===== src/hw/rtl/reol_pkg.sv =====
// Shared types and constants for the ring entry offset locator.
// No dependencies; imported by reol_ram users and the top level.
package reol_pkg;

  localparam int unsigned DEPTH = 16;
  localparam int unsigned IDX_W = $clog2(DEPTH);
  localparam int unsigned CNT_W = $clog2(DEPTH + 1);
  // running sum of up to DEPTH 16-bit sizes, plus one size of headroom
  localparam int unsigned SUM_W = 16 + IDX_W + 1;

  typedef enum logic [1:0] {
    OP_ADD  = 2'd0,
    OP_FIND = 2'd1,
    OP_SEEK = 2'd2
  } op_e;

  typedef logic [IDX_W-1:0] idx_t;

  typedef struct packed {
    logic [31:0] handle;
    logic [15:0] size;
  } entry_t;

  // ring pointer increment, wraps at DEPTH
  function automatic idx_t wrap_inc(idx_t a);
    return (32'(a) == DEPTH - 1) ? '0 : a + idx_t'(1);
  endfunction

endpackage


===== src/hw/rtl/ring_entry_offset_locator.sv =====
// Ring entry offset locator: overwriting ring of entries with byte lookup.
// Flow: an add reads the tail, then writes the new entry; find/seek walk the stored
//   entries from the head in the one-entry-per-cycle RAM read walk.
//   One word at a time; the next word is accepted once its result is loaded into
//   the output register, which waits while a held result is not taken by out_ready_i.
// Reset: ring empty, total 0, no word pending. Depends on reol_pkg and reol_ram.
module ring_entry_offset_locator (
  input  logic        clk_i,
  input  logic        rst_ni,
  input  logic        in_valid_i,
  output logic        in_ready_o,
  input  logic [1:0]  op_i,
  input  logic [31:0] new_handle_i,
  input  logic [15:0] new_size_i,
  input  logic [19:0] byte_position_i,
  input  logic [7:0]  entry_index_i,
  input  logic [15:0] offset_in_entry_i,
  output logic        out_valid_o,
  input  logic        out_ready_i,
  output logic        hit_o,
  output logic [3:0]  slot_o,
  output logic [31:0] found_handle_o,
  output logic [15:0] byte_in_entry_o,
  output logic [19:0] absolute_offset_o,
  output logic [4:0]  entry_count_o,
  output logic [19:0] total_length_o
);
  import reol_pkg::*;

  typedef enum logic [1:0] {
    ST_IDLE,
    ST_ADD,   // read of the tail entry is back; write new entry
    ST_WALK,  // one stored entry examined per cycle
    ST_DONE   // hand the result to the output register
  } state_e;

  state_e state_q;

  // ring bookkeeping
  idx_t              head_q, tail_q;
  logic              full_q;
  logic [19:0]       total_q;

  // captured word
  op_e               op_q;
  logic [31:0]       handle_q;
  logic [15:0]       size_q;
  logic [19:0]       pos_q;
  logic [7:0]        idx_q;
  logic [15:0]       off_q;

  // walk
  idx_t              rd_ptr_q;   // slot of the entry whose data is on ram_rdata
  logic [CNT_W-1:0]  k_q;        // entries examined so far
  logic [SUM_W-1:0]  sum_q;      // sizes of the entries passed

  // pending result
  logic              res_hit_q;
  logic [3:0]        res_slot_q;
  logic [31:0]       res_handle_q;
  logic [15:0]       res_bie_q;
  logic [19:0]       res_abs_q;

  // output register
  logic              out_valid_q;
  logic              hit_q;
  logic [3:0]        slot_q;
  logic [31:0]       found_handle_q;
  logic [15:0]       bie_q;
  logic [19:0]       abs_q;
  logic [4:0]        count_q;
  logic [19:0]       total_out_q;

  // RAM
  logic              ram_we;
  idx_t              ram_raddr;
  entry_t            ram_wdata, ram_rdata;

  logic              accept;
  logic [CNT_W-1:0]  cnt;
  idx_t              rd_ptr_nxt, tail_nxt, head_nxt;
  logic [SUM_W-1:0]  acc;

  assign accept     = in_valid_i && in_ready_o;
  assign in_ready_o = (state_q == ST_IDLE);

  // held entries
  always_comb begin
    if (full_q) begin
      cnt = CNT_W'(DEPTH);
    end else if (tail_q >= head_q) begin
      cnt = CNT_W'(tail_q - head_q);
    end else begin
      cnt = CNT_W'(DEPTH + 32'(tail_q) - 32'(head_q));
    end
  end

  assign rd_ptr_nxt = wrap_inc(rd_ptr_q);
  assign tail_nxt   = wrap_inc(tail_q);
  assign head_nxt   = full_q ? wrap_inc(head_q) : head_q;
  assign acc        = sum_q + SUM_W'(ram_rdata.size);

  // Read address: at accept an add fetches the tail (the oldest entry when
  // full), find/seek fetch the head; during the walk the next slot is
  // prefetched so one entry is examined each cycle.
  always_comb begin
    if (state_q == ST_IDLE) begin
      ram_raddr = (op_e'(op_i) == OP_ADD) ? tail_q : head_q;
    end else begin
      ram_raddr = rd_ptr_nxt;
    end
  end

  assign ram_we           = (state_q == ST_ADD);
  assign ram_wdata.handle = handle_q;
  assign ram_wdata.size   = size_q;

  reol_ram #(
    .WIDTH ($bits(entry_t)),
    .DEPTH (DEPTH)
  ) u_ram (
    .clk_i   (clk_i),
    .we_i    (ram_we),
    .waddr_i (tail_q),
    .wdata_i (ram_wdata),
    .raddr_i (ram_raddr),
    .rdata_o (ram_rdata)
  );

  always_ff @(posedge clk_i or negedge rst_ni) begin
    if (!rst_ni) begin
      state_q        <= ST_IDLE;
      head_q         <= '0;
      tail_q         <= '0;
      full_q         <= 1'b0;
      total_q        <= '0;
      op_q           <= OP_ADD;
      handle_q       <= '0;
      size_q         <= '0;
      pos_q          <= '0;
      idx_q          <= '0;
      off_q          <= '0;
      rd_ptr_q       <= '0;
      k_q            <= '0;
      sum_q          <= '0;
      res_hit_q      <= 1'b0;
      res_slot_q     <= '0;
      res_handle_q   <= '0;
      res_bie_q      <= '0;
      res_abs_q      <= '0;
      out_valid_q    <= 1'b0;
      hit_q          <= 1'b0;
      slot_q         <= '0;
      found_handle_q <= '0;
      bie_q          <= '0;
      abs_q          <= '0;
      count_q        <= '0;
      total_out_q    <= '0;
    end else begin
      // in ST_DONE the output register is handled by the done arm below
      if (out_valid_q && out_ready_i && (state_q != ST_DONE)) begin
        out_valid_q <= 1'b0;
      end

      unique case (state_q)
        ST_IDLE: begin
          if (accept) begin
            op_q         <= op_e'(op_i);
            handle_q     <= new_handle_i;
            size_q       <= new_size_i;
            pos_q        <= byte_position_i;
            idx_q        <= entry_index_i;
            off_q        <= offset_in_entry_i;
            rd_ptr_q     <= head_q;
            k_q          <= '0;
            sum_q        <= '0;
            res_hit_q    <= 1'b0;
            res_slot_q   <= '0;
            res_handle_q <= '0;
            res_bie_q    <= '0;
            res_abs_q    <= '0;
            unique case (op_e'(op_i))
              OP_ADD:  state_q <= ST_ADD;
              OP_FIND: state_q <= ST_WALK;
              OP_SEEK: state_q <= ST_WALK;
              default: state_q <= ST_DONE;  // unused op: straight to done, no hit
            endcase
          end
        end

        ST_ADD: begin
          // overwriting the oldest entry drops its size from the total
          total_q <= total_q + 20'(size_q)
                     - (full_q ? 20'(ram_rdata.size) : 20'd0);
          head_q  <= head_nxt;
          tail_q  <= tail_nxt;
          full_q  <= (tail_nxt == head_nxt);
          state_q <= ST_DONE;
        end

        ST_WALK: begin
          rd_ptr_q <= rd_ptr_nxt;
          if (op_q == OP_FIND) begin
            if (32'(k_q) >= 32'(cnt)) begin
              state_q <= ST_DONE;               // position beyond the total
            end else if (acc > SUM_W'(pos_q)) begin
              res_hit_q    <= 1'b1;
              res_slot_q   <= 4'(rd_ptr_q);
              res_handle_q <= ram_rdata.handle;
              res_bie_q    <= 16'(SUM_W'(pos_q) - sum_q);
              state_q      <= ST_DONE;
            end else begin
              sum_q <= acc;
              k_q   <= k_q + CNT_W'(1);
            end
          end else begin
            if (32'(idx_q) >= 32'(cnt)) begin
              state_q <= ST_DONE;               // index past the newest entry
            end else if (32'(k_q) == 32'(idx_q)) begin
              if (off_q <= ram_rdata.size) begin
                res_hit_q <= 1'b1;
                res_abs_q <= 20'(sum_q + SUM_W'(off_q));
              end
              state_q <= ST_DONE;
            end else begin
              sum_q <= acc;
              k_q   <= k_q + CNT_W'(1);
            end
          end
        end

        ST_DONE: begin
          if (!out_valid_q || out_ready_i) begin
            out_valid_q    <= 1'b1;
            hit_q          <= res_hit_q;
            slot_q         <= res_slot_q;
            found_handle_q <= res_handle_q;
            bie_q          <= res_bie_q;
            abs_q          <= res_abs_q;
            count_q        <= 5'(cnt);
            total_out_q    <= total_q;
            state_q        <= ST_IDLE;
          end
        end

        default: state_q <= ST_IDLE;
      endcase
    end
  end

  assign out_valid_o       = out_valid_q;
  assign hit_o             = hit_q;
  assign slot_o            = slot_q;
  assign found_handle_o    = found_handle_q;
  assign byte_in_entry_o   = bie_q;
  assign absolute_offset_o = abs_q;
  assign entry_count_o     = count_q;
  assign total_length_o    = total_out_q;

  // a full ring has head and tail on the same slot
  assert property (@(posedge clk_i) disable iff (!rst_ni)
    full_q |-> (head_q == tail_q))
    else $error("ring full with head and tail apart");

  // the walk never examines more than the ring holds
  assert property (@(posedge clk_i) disable iff (!rst_ni)
    (state_q == ST_WALK) |-> (32'(k_q) <= DEPTH))
    else $error("walk ran past the ring");

  // an accepted word keeps the input side closed until its result is made
  assert property (@(posedge clk_i) disable iff (!rst_ni)
    accept |=> !in_ready_o)
    else $error("input reopened right after accept");

endmodule


===== src/hw/rtl/reol_ram.sv =====
// Generic single-write, single-read synchronous RAM with registered read data.
// Standalone; no package dependency.
module reol_ram #(
  parameter int unsigned WIDTH = 48,
  parameter int unsigned DEPTH = 16
) (
  input  logic                     clk_i,
  input  logic                     we_i,
  input  logic [$clog2(DEPTH)-1:0] waddr_i,
  input  logic [WIDTH-1:0]         wdata_i,
  input  logic [$clog2(DEPTH)-1:0] raddr_i,
  output logic [WIDTH-1:0]         rdata_o
);

  logic [WIDTH-1:0] mem_q [DEPTH];

  always_ff @(posedge clk_i) begin
    if (we_i) begin
      mem_q[waddr_i] <= wdata_i;
    end
  end

  always_ff @(posedge clk_i) begin
    rdata_o <= mem_q[raddr_i];
  end

endmodule

===== config.mk =====
export PLATFORM = sky130hd
export DESIGN_NAME = ring_entry_offset_locator
export DESIGN_NICKNAME = d
export VERILOG_FILES = /design/src/hw/rtl/reol_pkg.sv /design/src/hw/rtl/ring_entry_offset_locator.sv /design/src/hw/rtl/reol_ram.sv
export SDC_FILE = /design/constraint.sdc
export NUM_CORES = 2
export LEC_CHECK = 0
export BUFFER_PORTS_ARGS = -buffer_cell sky130_fd_sc_hd__buf_4
export CAP_MARGIN = 20
export CELL_PAD_IN_SITES_DETAIL_PLACEMENT = 2
export CELL_PAD_IN_SITES_GLOBAL_PLACEMENT = 2
export CORE_MARGIN = 3
export CORE_UTILIZATION = 50
export CTS_CLUSTER_DIAMETER = 50
export DETAILED_ROUTE_END_ITERATION = 10
export PLACE_DENSITY = 0.92
export SYNTH_ARGS = -nofsm -noshare
export SYNTH_HDL_FRONTEND = slang
export SYNTH_SLANG_ARGS = --single-unit

===== constraint.sdc =====
create_clock -name clk_i -period 12.8 [get_ports clk_i]
set_input_delay 1.28 -clock clk_i [delete_from_list [all_inputs] [get_ports clk_i]]
set_output_delay 1.28 -clock clk_i [all_outputs]
set_load 0.1 [all_outputs]

# Yosys cells after proc, flatten, opt, wreduce, memory -nomap -nowiden
# Memories as Yosys holds them, arrays and structs flattened. A register that Yosys moved wholly into a read port is not among the register bits.
# Cells that the tools add are included.
# word_totals
output_inout_bits,100
mem_bits_rw,768
wordCells,160
n_memories,1
regBits,327
# classes
mux,68
addsub,12
n_eq_ne,30
reduce_logical,17
n_lt_le_gt_ge,5
# mem_list
name,words,width,rd,rd_ports_with_merged_regs,write_ports,line,rtl
u_ram.mem_q,16,48,1,1,1,reol_ram.sv:15,logic [WIDTH-1:0] mem_q [DEPTH];
# ops
operator,n
32-bit two-way mux,4
21-bit two-way mux,6
20-bit two-way mux,5
16-bit two-way mux,5
32-bit case mux with 2 select lines,1
4-bit two-way mux,11
21-bit case mux with 2 select lines,1
20-bit by 16-bit adder with 20-bit output,2
5-bit two-way mux,8
20-bit case mux with 2 select lines,1
16-bit case mux with 2 select lines,1
21-bit by 16-bit adder with 21-bit output,1
21-bit by 20-bit > comparator with 1-bit output,1
"3-bit inequality test, second input constant",7
20-bit by 16-bit subtractor with 20-bit output,1
"2-bit inequality test, second input constant",9
16-bit less-or-equal comparator,1
4-bit case mux with 2 select lines,2
16-bit subtractor,1
2-bit two-way mux,7
"4-bit by 1-bit adder with 4-bit output, second input constant",3
"4-bit == test, second input constant",3
1-bit two-way mux,12
6-bit AND reduction,2
27 further kinds,37

# Longest topological paths before layout
# logic_depth
ltp_word,8
mapped_depth,20
ltp_nobuf,18

# By module
# Synthesis repeated with hierarchy kept, for this count alone.
# hier_totals
hier_cells,2947
hier_area_um2,47683.2
# modules_own_cells
module,area_each_um2,instances,cells_each
reol_ram,29691.0,1,1242
ring_entry_offset_locator,17992.3,1,1705

# Worst setup path before layout
# OpenSTA, ideal clock, no wires.
# synth_timing
path_type,register to register
startpoint,register state_q[1]
endpoint,"memory u_ram.mem_q[8][0], enable pin"
t_required_ps,12287
path_buffers,1
stages_incl_launch_ff,6
setup_slack_ps,7946
setup_ps,513
arrival_time_ps,4341
path_cell_list,dfrtp_1 > inv_1 > ha_1 > clkbuf_1 > nand2_1 > nor3_1
# synth_via
elab_chain_len,3
# synth_rtl
item,line,rtl
from (decl),ring_entry_offset_locator.sv:37,state_e state_q;
from (signal assigned),ring_entry_offset_locator.sv:132,state_q <= ST_IDLE;
from (signal assigned),ring_entry_offset_locator.sv:183,OP_ADD: state_q <= ST_ADD;
from (signal assigned),ring_entry_offset_locator.sv:184,OP_FIND: state_q <= ST_WALK;
2-bit by 1-bit == test with 1-bit output,ring_entry_offset_locator.sv:114,assign ram_we = (state_q == ST_ADD);
1-bit two-way mux,reol_ram.sv:18,if (we_i) begin
1-bit two-way mux (not written as such),reol_ram.sv:19,mem_q[waddr_i] <= wdata_i;
to (decl),reol_ram.sv:15,
# Every way passes these cells.

# Final worst setup path
# layout_timing
startpoint,register sum_q[1]
endpoint,register res_handle_q[16]
# layout_via
elab_chain_len,4
# layout_rtl
item,line,rtl
from (decl),ring_entry_offset_locator.sv:55,logic [SUM_W-1:0] sum_q;
from (signal assigned),ring_entry_offset_locator.sv:145,sum_q <= '0;
from (signal assigned),ring_entry_offset_locator.sv:176,sum_q <= '0;
from (signal assigned),ring_entry_offset_locator.sv:213,sum_q <= acc;
21-bit by 16-bit adder with 21-bit output,ring_entry_offset_locator.sv:101,assign acc = sum_q + SUM_W'(ram_rdata.size);
21-bit by 20-bit > comparator with 1-bit output,ring_entry_offset_locator.sv:206,end else if (acc > SUM_W'(pos_q)) begin
2-bit inequality test (no line),n/a,
5-bit AND reduction (no line),n/a,
to (signal assigned),ring_entry_offset_locator.sv:209,res_handle_q <= ram_rdata.handle;
to (decl),ring_entry_offset_locator.sv:60,logic [31:0] res_handle_q;
# Every way passes these cells.
# A chain may end at the register's enable or synchronous reset.

==> flow_summary.yaml <==
status:
  run_status: "complete, but fails checks"
  violations: "capacitance limit"
yosys:
  synth_top_area_frac: 0.478
  synth_compound_area_frac: 0.0626
  synth_common_cells: "edfxtp_1, dfrtp_1, nand2_1"
  syn_area_um2: 48300
  synth_ff_type: "edfxtp_1"
  synth_cells: 3048
  synthesis.yosys.warnings: 0
  synth_area_leaders: "edfxtp_1, dfrtp_1, mux4_2"
  yosysSeqAreaShare: 0.667
  ys_types: 72
  avgSynthCellArea_um2: 15.8
  synth_edf_count: 768
  ys_ff_latch: 1143
  synth_area_leader_cell: "edfxtp_1"
  yosys-mux-area-fraction: 0.143
  synth.most_common_cell: "edfxtp_1"
  synth-xor-area-share: 0.0134
  yosys.area_share.simple: 0.0468
  synth_nets: 3296
  synth_top_family_by_area: "multiplexers"
  synth-adder-area-share: 0.0420
  synthArstFlopShare: 0.286
place:
  place.gp.congestion: 0.857
  dpl.hpwl_um: 101000
  portBuffers: 197
cells_and_area:
  area_growth_pct: 15.6
  n_fill_cell: 8060
  drive_above_1_share: 0.251
  layout.nets: 3522
setup_path:
  cpLargestDelayFamily: "compound AO/OA/AOI/OAI gates"
  reg2reg_depth: 18
  path_max_fanout: 84
  max_stage_delay_ns: 0.82
  worstPathCellList: "ha_1, a211oi_1, o21bai_1, a21oi_1, o21bai_1, a21oi_1, xnor2_1, ha_1, o21ai_0, o21ai_0, a221oi_1, o2111a_1, o32ai_4, o31ai_4, buf_4, buf_4, nand2_1, o21ai_1"
  worst_setup_path_end_kind: "flip-flop"
  critPathBufInv: 2
  crit_arrival_ns: 7.36
  cp-start-kind: "flip-flop"
  crit_cells: 18
  cp_slowest_cell: "buf_4"
  cp.required_ns: 13.45
  critPathKind: "reg2reg"
die:
  row_count: 113
  die_w_um: 317
  ios: 198
  die-area_um2: 100000
  die_h_um: 317
  start_util: 0.506
  core_um2: 95400
sta:
  slew_viol_final: 0
  worst_slew_pin_slew_ns: 1.46
  setup_viol: 0
  relSlewSlack: 0.0199
  finalHoldViolCount: 0
  rsz0062_at_grt: "no"
  max_freq_mhz: 149
  fin_skew_ns: 0.0422
  fin_crit_ns: 6.71
  tns_ns: 0
  post-route-period-util: 0.524
drt:
  vias_per_cell: 7.08
  drt_iter0_drc: 4795
  route.detailed.drc: 0
  first_pass_iters: 5
  num_vias: 33000
  ant_nets: 0
  avgRoutedWirePerCell_um: 43.9
  routed_wl_um: 204000
cts:
  hold_buffers: 0
  clock_latency_ns: 0.78
  cts_tree: "yes"
  ctsLongestPathBuffers: 3
  cts_inserted_buffers: 132
  cts_setup_buffers: 0
  cts_resized: 0
  path_clk_slew_ns: 0.08
  htree_levels: 4
  cts_root_buf: "clkbuf_16"
  cts_num_sinks: 1143
flow_run:
  max_cap_viol_count: 1
hold_path:
  hold_class: "reg2reg"
  hold_depth: 2
global_route:
  grt_pass1_wl_um: 271000
  grt_max_degree: 145
  grt-ovfl-total: 0
  antenna_found_initial: 18
  grt_pass1_vias: 35200
  grt_util_all_layers: 0.381
-- registers in the layout, indices dropped and copies added, names as in the netlist, 5 cells and up --
signal	flops
u_ram.mem_q	768
u_ram.rdata_o	48
found_handle_o	32
handle_q	32
res_handle_q	32
sum_q	21
absolute_offset_o	20
pos_q	20
res_abs_q	20
total_length_o	20
total_q	20
byte_in_entry_o	16
off_q	16
res_bie_q	16
size_q	16
idx_q	8
entry_count_o	5
k_q	5
-- final timing paths --
| check | to | start | slack, ns |
|---|---|---|---|
| max | res_handle_q[16] | sum_q[1] | 6.09 |
| min | res_bie_q[8] | res_bie_q[8] | 0.49 |
| max reg2reg | res_handle_q[16] | sum_q[1] | 6.09 |
| min reg2reg | res_bie_q[8] | res_bie_q[8] | 0.49 |
| max in group asynchronous | handle_q[3] | rst_ni | 10.01 |
| min in group asynchronous | rd_ptr_q[1] | rst_ni | 0.53 |
-- worst reg2reg max path, cell delays in order, from the launching register on --
cell and delay [ns]:
dfrtp_1 0.52, ha_1 0.40, a211oi_1 0.56, o21bai_1 0.29, a21oi_1 0.42, o21bai_1 0.19
a21oi_1 0.22, xnor2_1 0.38, ha_1 0.41, o21ai_0 0.20, o21ai_0 0.13, a221oi_1 0.45
o2111a_1 0.28, o32ai_4 0.13, o31ai_4 0.23, buf_4 0.38, buf_4 0.83, nand2_1 0.30
o21ai_1 0.27
-- layer usage --
| layer | part of all wire | global-route usage |
|---|---|---|
| met3 | 0.093 | 0.0822 |
| met5 | 0.00035 | 0 |
| met2 | 0.48 | 0.638 |
| met4 | 0.078 | 0.230 |
| met1 | 0.35 | 0.455 |
-- placed cells by master, fill, tap and decap left out, types with 55 or more instances in the layout --
| cell type | instances |
|---|---|
| o21ai_0 | 129 |
| nor2_1 | 55 |
| a21oi_1 | 113 |
| dfrtp_1 | 327 |
| buf_4 | 221 |
| inv_1 | 158 |
| nor2b_1 | 55 |
| nand2_1 | 208 |
| mux2_2 | 172 |
| clkbuf_16 | 136 |
| a211oi_1 | 60 |
| mux2i_1 | 63 |
| edfxtp_1 | 768 |
| ha_1 | 128 |
| mux4_2 | 192 |
-- metrics by stage --
step           area, um^2   util  hold slack, ns  instances  setup slack (ns)
2_1_floorplan       48300      -           0.418       3048              7.95
3_3_place_gp        51100  0.535           0.431       4397              6.84
3_5_place_dp        51100  0.535           0.468       4397              6.56
4_1_cts             55600  0.583           0.481       4639              6.74
5_1_grt             55800  0.585           0.519       4648              6.09
6_report            55800  0.585           0.492       4655              6.09
-- final cells by class --
class,instances,area (um^2),share of cell area
clock inverters,71,827,0.0148
multi-input cells,1608,15000,0.269
flip-flops and latches,1143,32200,0.577
well taps,1265,1580,0.0283
diodes,8,20.0,0.000359
repair buffers,231,1900,0.0340
clock buffers,171,3690,0.0662
inverters,158,593,0.0106
-- cell families after synthesis --
logic type                 after synthesis
AOI/OAI and AO/OA                      479
and+or+nand+nor                        476
adders and majority gates              150
muxes                                  429
DFF                                   1143
buffers and inverters                  297
xor gates and xnor gates                74
Power is left out: the tool's default activity adds up to more than one toggle a clock period on the data nets, which glitch-free logic cannot reach.
